## src/design/fbpa_pkg.sv

```systemverilog
// Shared constants, codes and types of the fixed block pool allocator.
package fbpa_pkg;

   localparam int POOL_SLOTS      = 8;
   localparam int BLOCKS_PER_POOL = 256;
   localparam int ADDR_BITS       = 32;
   localparam int SLOT_BITS       = $clog2(POOL_SLOTS);
   localparam int IDX_BITS        = $clog2(BLOCKS_PER_POOL);
   localparam int CNT_BITS        = 9;
   localparam int SIZE_BITS       = 17;
   localparam int PROD_BITS       = SIZE_BITS + CNT_BITS;
   localparam int LIMIT_BITS      = 4;
   localparam int LINK_DEPTH      = POOL_SLOTS * BLOCKS_PER_POOL;
   localparam int DIV_STEPS       = ADDR_BITS;
   localparam int STEP_BITS       = $clog2(DIV_STEPS);

   localparam logic [2:0] FUNC_CREATE  = 3'd0;
   localparam logic [2:0] FUNC_ALLOC   = 3'd1;
   localparam logic [2:0] FUNC_RELEASE = 3'd2;
   localparam logic [2:0] FUNC_DELETE  = 3'd3;
   localparam logic [2:0] FUNC_QUERY   = 3'd4;

   localparam logic [1:0] STATUS_OK         = 2'd0;
   localparam logic [1:0] STATUS_FAIL       = 2'd1;
   localparam logic [1:0] STATUS_MISALIGNED = 2'd2;

   localparam logic [CNT_BITS-1:0] LINK_NONE = CNT_BITS'(BLOCKS_PER_POOL);

   typedef enum logic [2:0] {
      S_IDLE,
      S_DECODE,
      S_CHECK,
      S_DIV,
      S_FINISH
   } state_type;

   typedef struct packed {
      logic latch;
      logic mul;
      logic link_rd;
      logic div_start;
      logic div_step;
      logic finish;
   } cmd_type;

   typedef struct packed {
      logic alloc_link;
      logic release_ok;
      logic rel_hit;
      logic div_last;
   } stat_type;

endpackage

```

## src/design/fbpa_ctrl.sv

```systemverilog
// Controller state machine that sequences one item through the datapath.
module fbpa_ctrl (
   input  logic               clock,
   input  logic               reset,
   input  logic               req_valid,
   output logic               req_ready,
   output logic               rsp_valid,
   input  logic               rsp_ready,
   input  fbpa_pkg::stat_type stat,
   output fbpa_pkg::cmd_type  cmd
);

   fbpa_pkg::state_type state_ff;
   fbpa_pkg::state_type state_in;
   logic                rsp_valid_ff;
   logic                rsp_valid_in;
   logic                out_free;

   assign out_free  = !rsp_valid_ff || rsp_ready;
   assign req_ready = state_ff == fbpa_pkg::S_IDLE;
   assign rsp_valid = rsp_valid_ff;

   always_ff @(posedge clock) begin
      if (reset) begin
         state_ff     <= fbpa_pkg::S_IDLE;
         rsp_valid_ff <= 1'b0;
      end else begin
         state_ff     <= state_in;
         rsp_valid_ff <= rsp_valid_in;
      end
   end

   always_comb begin
      state_in = state_ff;
      cmd      = '0;
      case (state_ff)
         fbpa_pkg::S_IDLE: begin
            if (req_valid) begin
               cmd.latch = 1'b1;
               state_in  = fbpa_pkg::S_DECODE;
            end
         end
         fbpa_pkg::S_DECODE: begin
            cmd.mul     = 1'b1;
            cmd.link_rd = stat.alloc_link;
            state_in    = stat.release_ok ? fbpa_pkg::S_CHECK : fbpa_pkg::S_FINISH;
         end
         fbpa_pkg::S_CHECK: begin
            if (stat.rel_hit) begin
               cmd.div_start = 1'b1;
               state_in      = fbpa_pkg::S_DIV;
            end else begin
               state_in = fbpa_pkg::S_FINISH;
            end
         end
         fbpa_pkg::S_DIV: begin
            cmd.div_step = 1'b1;
            if (stat.div_last) begin
               state_in = fbpa_pkg::S_FINISH;
            end
         end
         fbpa_pkg::S_FINISH: begin
            if (out_free) begin
               cmd.finish = 1'b1;
               state_in   = fbpa_pkg::S_IDLE;
            end
         end
         default: begin
            state_in = fbpa_pkg::S_IDLE;
         end
      endcase
      rsp_valid_in = cmd.finish || (rsp_valid_ff && !rsp_ready);
   end

`ifndef SYNTH
   a_accept_decode: assert property (@(posedge clock) disable iff (reset)
      req_valid && req_ready |=> state_ff == fbpa_pkg::S_DECODE)
      else $error("accepted item did not enter decode");
   a_finish_valid: assert property (@(posedge clock) disable iff (reset)
      cmd.finish |=> rsp_valid_ff)
      else $error("finished item not presented");
   a_div_hold: assert property (@(posedge clock) disable iff (reset)
      state_ff == fbpa_pkg::S_DIV && !stat.div_last |=> state_ff == fbpa_pkg::S_DIV)
      else $error("divider left early");
   a_check_div: assert property (@(posedge clock) disable iff (reset)
      state_ff == fbpa_pkg::S_CHECK && stat.rel_hit |=> state_ff == fbpa_pkg::S_DIV)
      else $error("release in range skipped the divider");
   a_no_overwrite: assert property (@(posedge clock) disable iff (reset)
      rsp_valid_ff && !rsp_ready |-> !cmd.finish)
      else $error("pending item overwritten");
`endif

endmodule

```

## config.mk

```make
export PLATFORM = sky130hd
export DESIGN_NAME = fbpa_ctrl
export DESIGN_NICKNAME = d
export VERILOG_FILES = /design/src/design/fbpa_pkg.sv /design/src/design/fbpa_ctrl.sv
export SDC_FILE = /design/constraint.sdc
export NUM_CORES = 1
export LEC_CHECK = 0
export ABC_AREA = 1
export BUFFER_PORTS_ARGS = -buffer_cell sky130_fd_sc_hd__buf_2
export CORE_AREA = 4 4 41 43
export CTS_BUF_LIST = sky130_fd_sc_hd__clkbuf_16
export CTS_CLUSTER_DIAMETER = 30
export CTS_CLUSTER_SIZE = 24
export DETAILED_ROUTE_END_ITERATION = 8
export DIE_AREA = 0 0 45 47
export GPL_TIMING_DRIVEN = 0
export PLACE_DENSITY = 0.52
export SLEW_MARGIN = 10
export SYNTH_ARGS = -nofsm -noshare
export SYNTH_HDL_FRONTEND = slang
export SYNTH_SLANG_ARGS = --single-unit
export TNS_END_PERCENT = 5
```

## constraint.sdc

```tcl
create_clock -name clock -period 2.9 [get_ports clock]
set_clock_uncertainty 0.2 [all_clocks]
set_input_delay 0.435 -clock clock [delete_from_list [all_inputs] [get_ports clock]]
set_output_delay 0.435 -clock clock [all_outputs]
set_load 0.02 [all_outputs]
```

==> results.py <==
metrics = {
    "detailed_routing": {
        "wire_per_inst_um": 8.91,
        "drtIter0Drc": 3,
        "drc": 0,
        "vias_per_cell": 4.11,
        "first_pass_iters": 4,
        "vias": 329,
        "antenna_left": 0,
        "finalWirelength_um": 713,
    },
    "yosys": {
        "synth_top_flop_cell": "dfxtp_1",
        "syn_nets": 55,
        "synthTopCellsByCount": "inv_1 (10), nand2_1 (7), nor2_1 (7)",
        "ys_ff_latch": 4,
        "synth_top_family_by_area": "simple AND/OR/NAND/NOR gates",
        "synthArstFlopShare_pct": 0,
        "synth_seq_area_share_pct": 27.0,
        "synth_area_leaders": "dfxtp_1 (27%), inv_1 (13%), nand2_1 (8.9%)",
        "synth_compound_area_share_pct": 11.4,
        "synth_area_um2": 297,
        "synth_fa_ha_area_share_pct": 0,
        "ys.warnings.count": 0,
        "synth.distinct_cells": 17,
        "synthCells": 47,
        "synth-simple-area-share_pct": 43.9,
        "yosysTopAreaCell": "dfxtp_1",
        "syn_area_per_cell_um2": 6.31,
        "synth-edff-count": 0,
        "yosysMostFrequentCell": "inv_1",
        "synth_xor_area_share_pct": 0,
        "muxShareOfSynthArea_pct": 0,
        "yosysTopAreaCellShare_pct": 27.0,
    },
    "cells_and_area": {
        "areaGrowthSynthToFinish_pct": 57.0,
        "instances_no_fill": 80,
        "antennaDiodeCount": 0,
        "layout-drive-gt1-share_pct": 38.5,
        "final_nets": 75,
    },
    "worst_setup_path": {
        "cp_max_fo": 5,
        "cp-start-kind": "flip-flop",
        "critPathSlowestCell": "dfxtp_1",
        "slowest_delay_ps": 460,
        "critPathTopFamily": "flip-flops",
        "worstSetupPathType": "flip-flop to output pin",
        "critical_path_buf_inv_count": 3,
        "critPathCaptureType": "output pin",
        "worstPathArrival_ps": 1190,
        "path_cells": "inv_2, nor2_2, nand3_1, inv_1, buf_2",
        "cp.required_ps": 2270,
    },
    "placed_design": {
        "place_inst": 77,
        "gp_congestion": 0.740,
        "dp_slack_ps": 1300,
        "portBuffers": 15,
        "place_hpwl_um": 567,
    },
    "floorplanning": {
        "die_w_um": 45,
        "io_pins": 16,
        "core_mm2": 0.00130,
        "rows": 13,
        "die_area_mm2": 0.00212,
        "die_h_um": 47,
        "start_util_pct": 22.8,
    },
    "timing": {
        "worst_slack_ps": 1070,
        "max_freq_mhz": 547,
        "rsz0062_at_grt": "false",
        "setup_viol": 0,
        "drv_slew": 0,
        "tightest_slew_ps": 300,
        "whs_ps": 205,
        "fin_tns_setup_ps": 0,
        "min_period_ps": 1830,
        "post-route-period-util_pct": 63.1,
        "final_hold_viol_count": 0,
        "slew_headroom_pct": 80.0,
    },
    "clock_tree": {
        "path_clk_slew_ps": 30,
        "cts_hold_buffers": 0,
        "postCtsSetupBuffers": 0,
        "clock_path_buffers": 2,
        "clk_latency_ps": 220,
        "cts_tree": "done",
        "cts_buffers": 3,
        "cts_num_sinks": 4,
        "root_buffer": "clkbuf_16",
        "htreeDepth": 1,
        "cts_resized": 0,
    },
    "flow_run": {
        "cap_violations": 0,
    },
    "power": {
        "power_density_mw_per_mm2": 765,
        "swShare_pct": 25.6,
        "ir_drop_mv": 0.360,
        "power_frac_comb_pct": 20.9,
        "p_seq_share_pct": 19.5,
        "internal-power_uw": 265,
        "pwr-share-clk_pct": 59.6,
        "p_leak_nw": 0.265,
        "p_sw_uw": 91.0,
    },
    "global_route": {
        "grt_pass1_vias": 323,
        "antenna_found_initial": 0,
        "grt-ovfl-total": 0,
        "gr-usage-all-layers_pct": 8.46,
        "grt_max_degree": 9,
        "grt_pass1_wl_mm": 1.27,
    },
    "run_status": {
        "outcome": "finished clean",
    },
    "worst_hold_path": {
        "holdCritPathClass": "primary input to flip-flop",
    },
}
==> cell families (layout without fill, tap and decap cells) <==
logic type | count (synthesis) | count (layout)
simple gates | 25 | 25
buf+inv | 12 | 30
compound gates | 6 | 6
flops | 4 | 4
==> final timing paths <==
check	startpoint	to	slack, ps	cells after the start
min	reset	rsp_valid$_SDFF_PP0_	210	2
min reg2reg	rsp_valid$_SDFF_PP0_	rsp_valid$_SDFF_PP0_	320	2
max reg2reg	state_ff[0]$_SDFFE_PP0P_	state_ff[2]$_SDFFE_PP0P_	1570	5
max	state_ff[1]$_SDFFE_PP0P_	cmd[2]	1070	5
==> power groups by stage <==
| stage | clock network (mW) | logic, mW | registers (mW) |
|---|---|---|---|
| 3_5_place_dp | 0 | 0.0754 | 0.0703 |
| 2_1_floorplan | 0 | 0.0535 | 0.0688 |
| 3_3_place_gp | 0 | 0.0749 | 0.0704 |
| 5_1_grt | 0.223 | 0.0835 | 0.0706 |
| 4_1_cts | 0.215 | 0.0757 | 0.0696 |
| 6_report | 0.212 | 0.0743 | 0.0694 |
==> final cells by class <==
type	instances	area, um^2
buffer	1	11.3
clock buffer	3	75.1
fill	153	836
inverter	11	41.3
multi-input combinational	31	164
sequential	4	80.1
tap	15	18.8
timing repair buffer	15	75.1
==> registers in the layout, indices dropped and copies added (netlist names) <==
name / flops
state_ff: 3
rsp_valid: 1
==> routing by layer <==
layer / part of all wire (%) / global-route usage (%)
met5: 0 / 0
met4: 0 / 0
met3: 9.4 / 5.75
met2: 45 / 14.1
met1: 46 / 9.57
==> stage by stage <==
step | cell area, um^2 | total power [mW] | utilization, %
after floorplan | 297 | 0.122 | -
after global routing | 465 | 0.377 | 35.8
final | 465 | 0.356 | 35.8
after CTS | 465 | 0.360 | 35.8
after detailed placement | 390 | 0.146 | 30.0
after global placement | 390 | 0.145 | 30.0
==> cells in the final DEF (no fill, tap or decap), drive strengths merged <==
| cell | instances |
|---|---|
| dfxtp | 4 |
| o21ai | 2 |
| nor4 | 1 |
| clkbuf | 3 |
| a21oi | 4 |
| inv | 11 |
| nor2 | 8 |
| nand2 | 8 |
| nand3 | 4 |
| nand4 | 2 |
| buf | 16 |
| nor3 | 2 |
(Power assumes the default switching activity.)
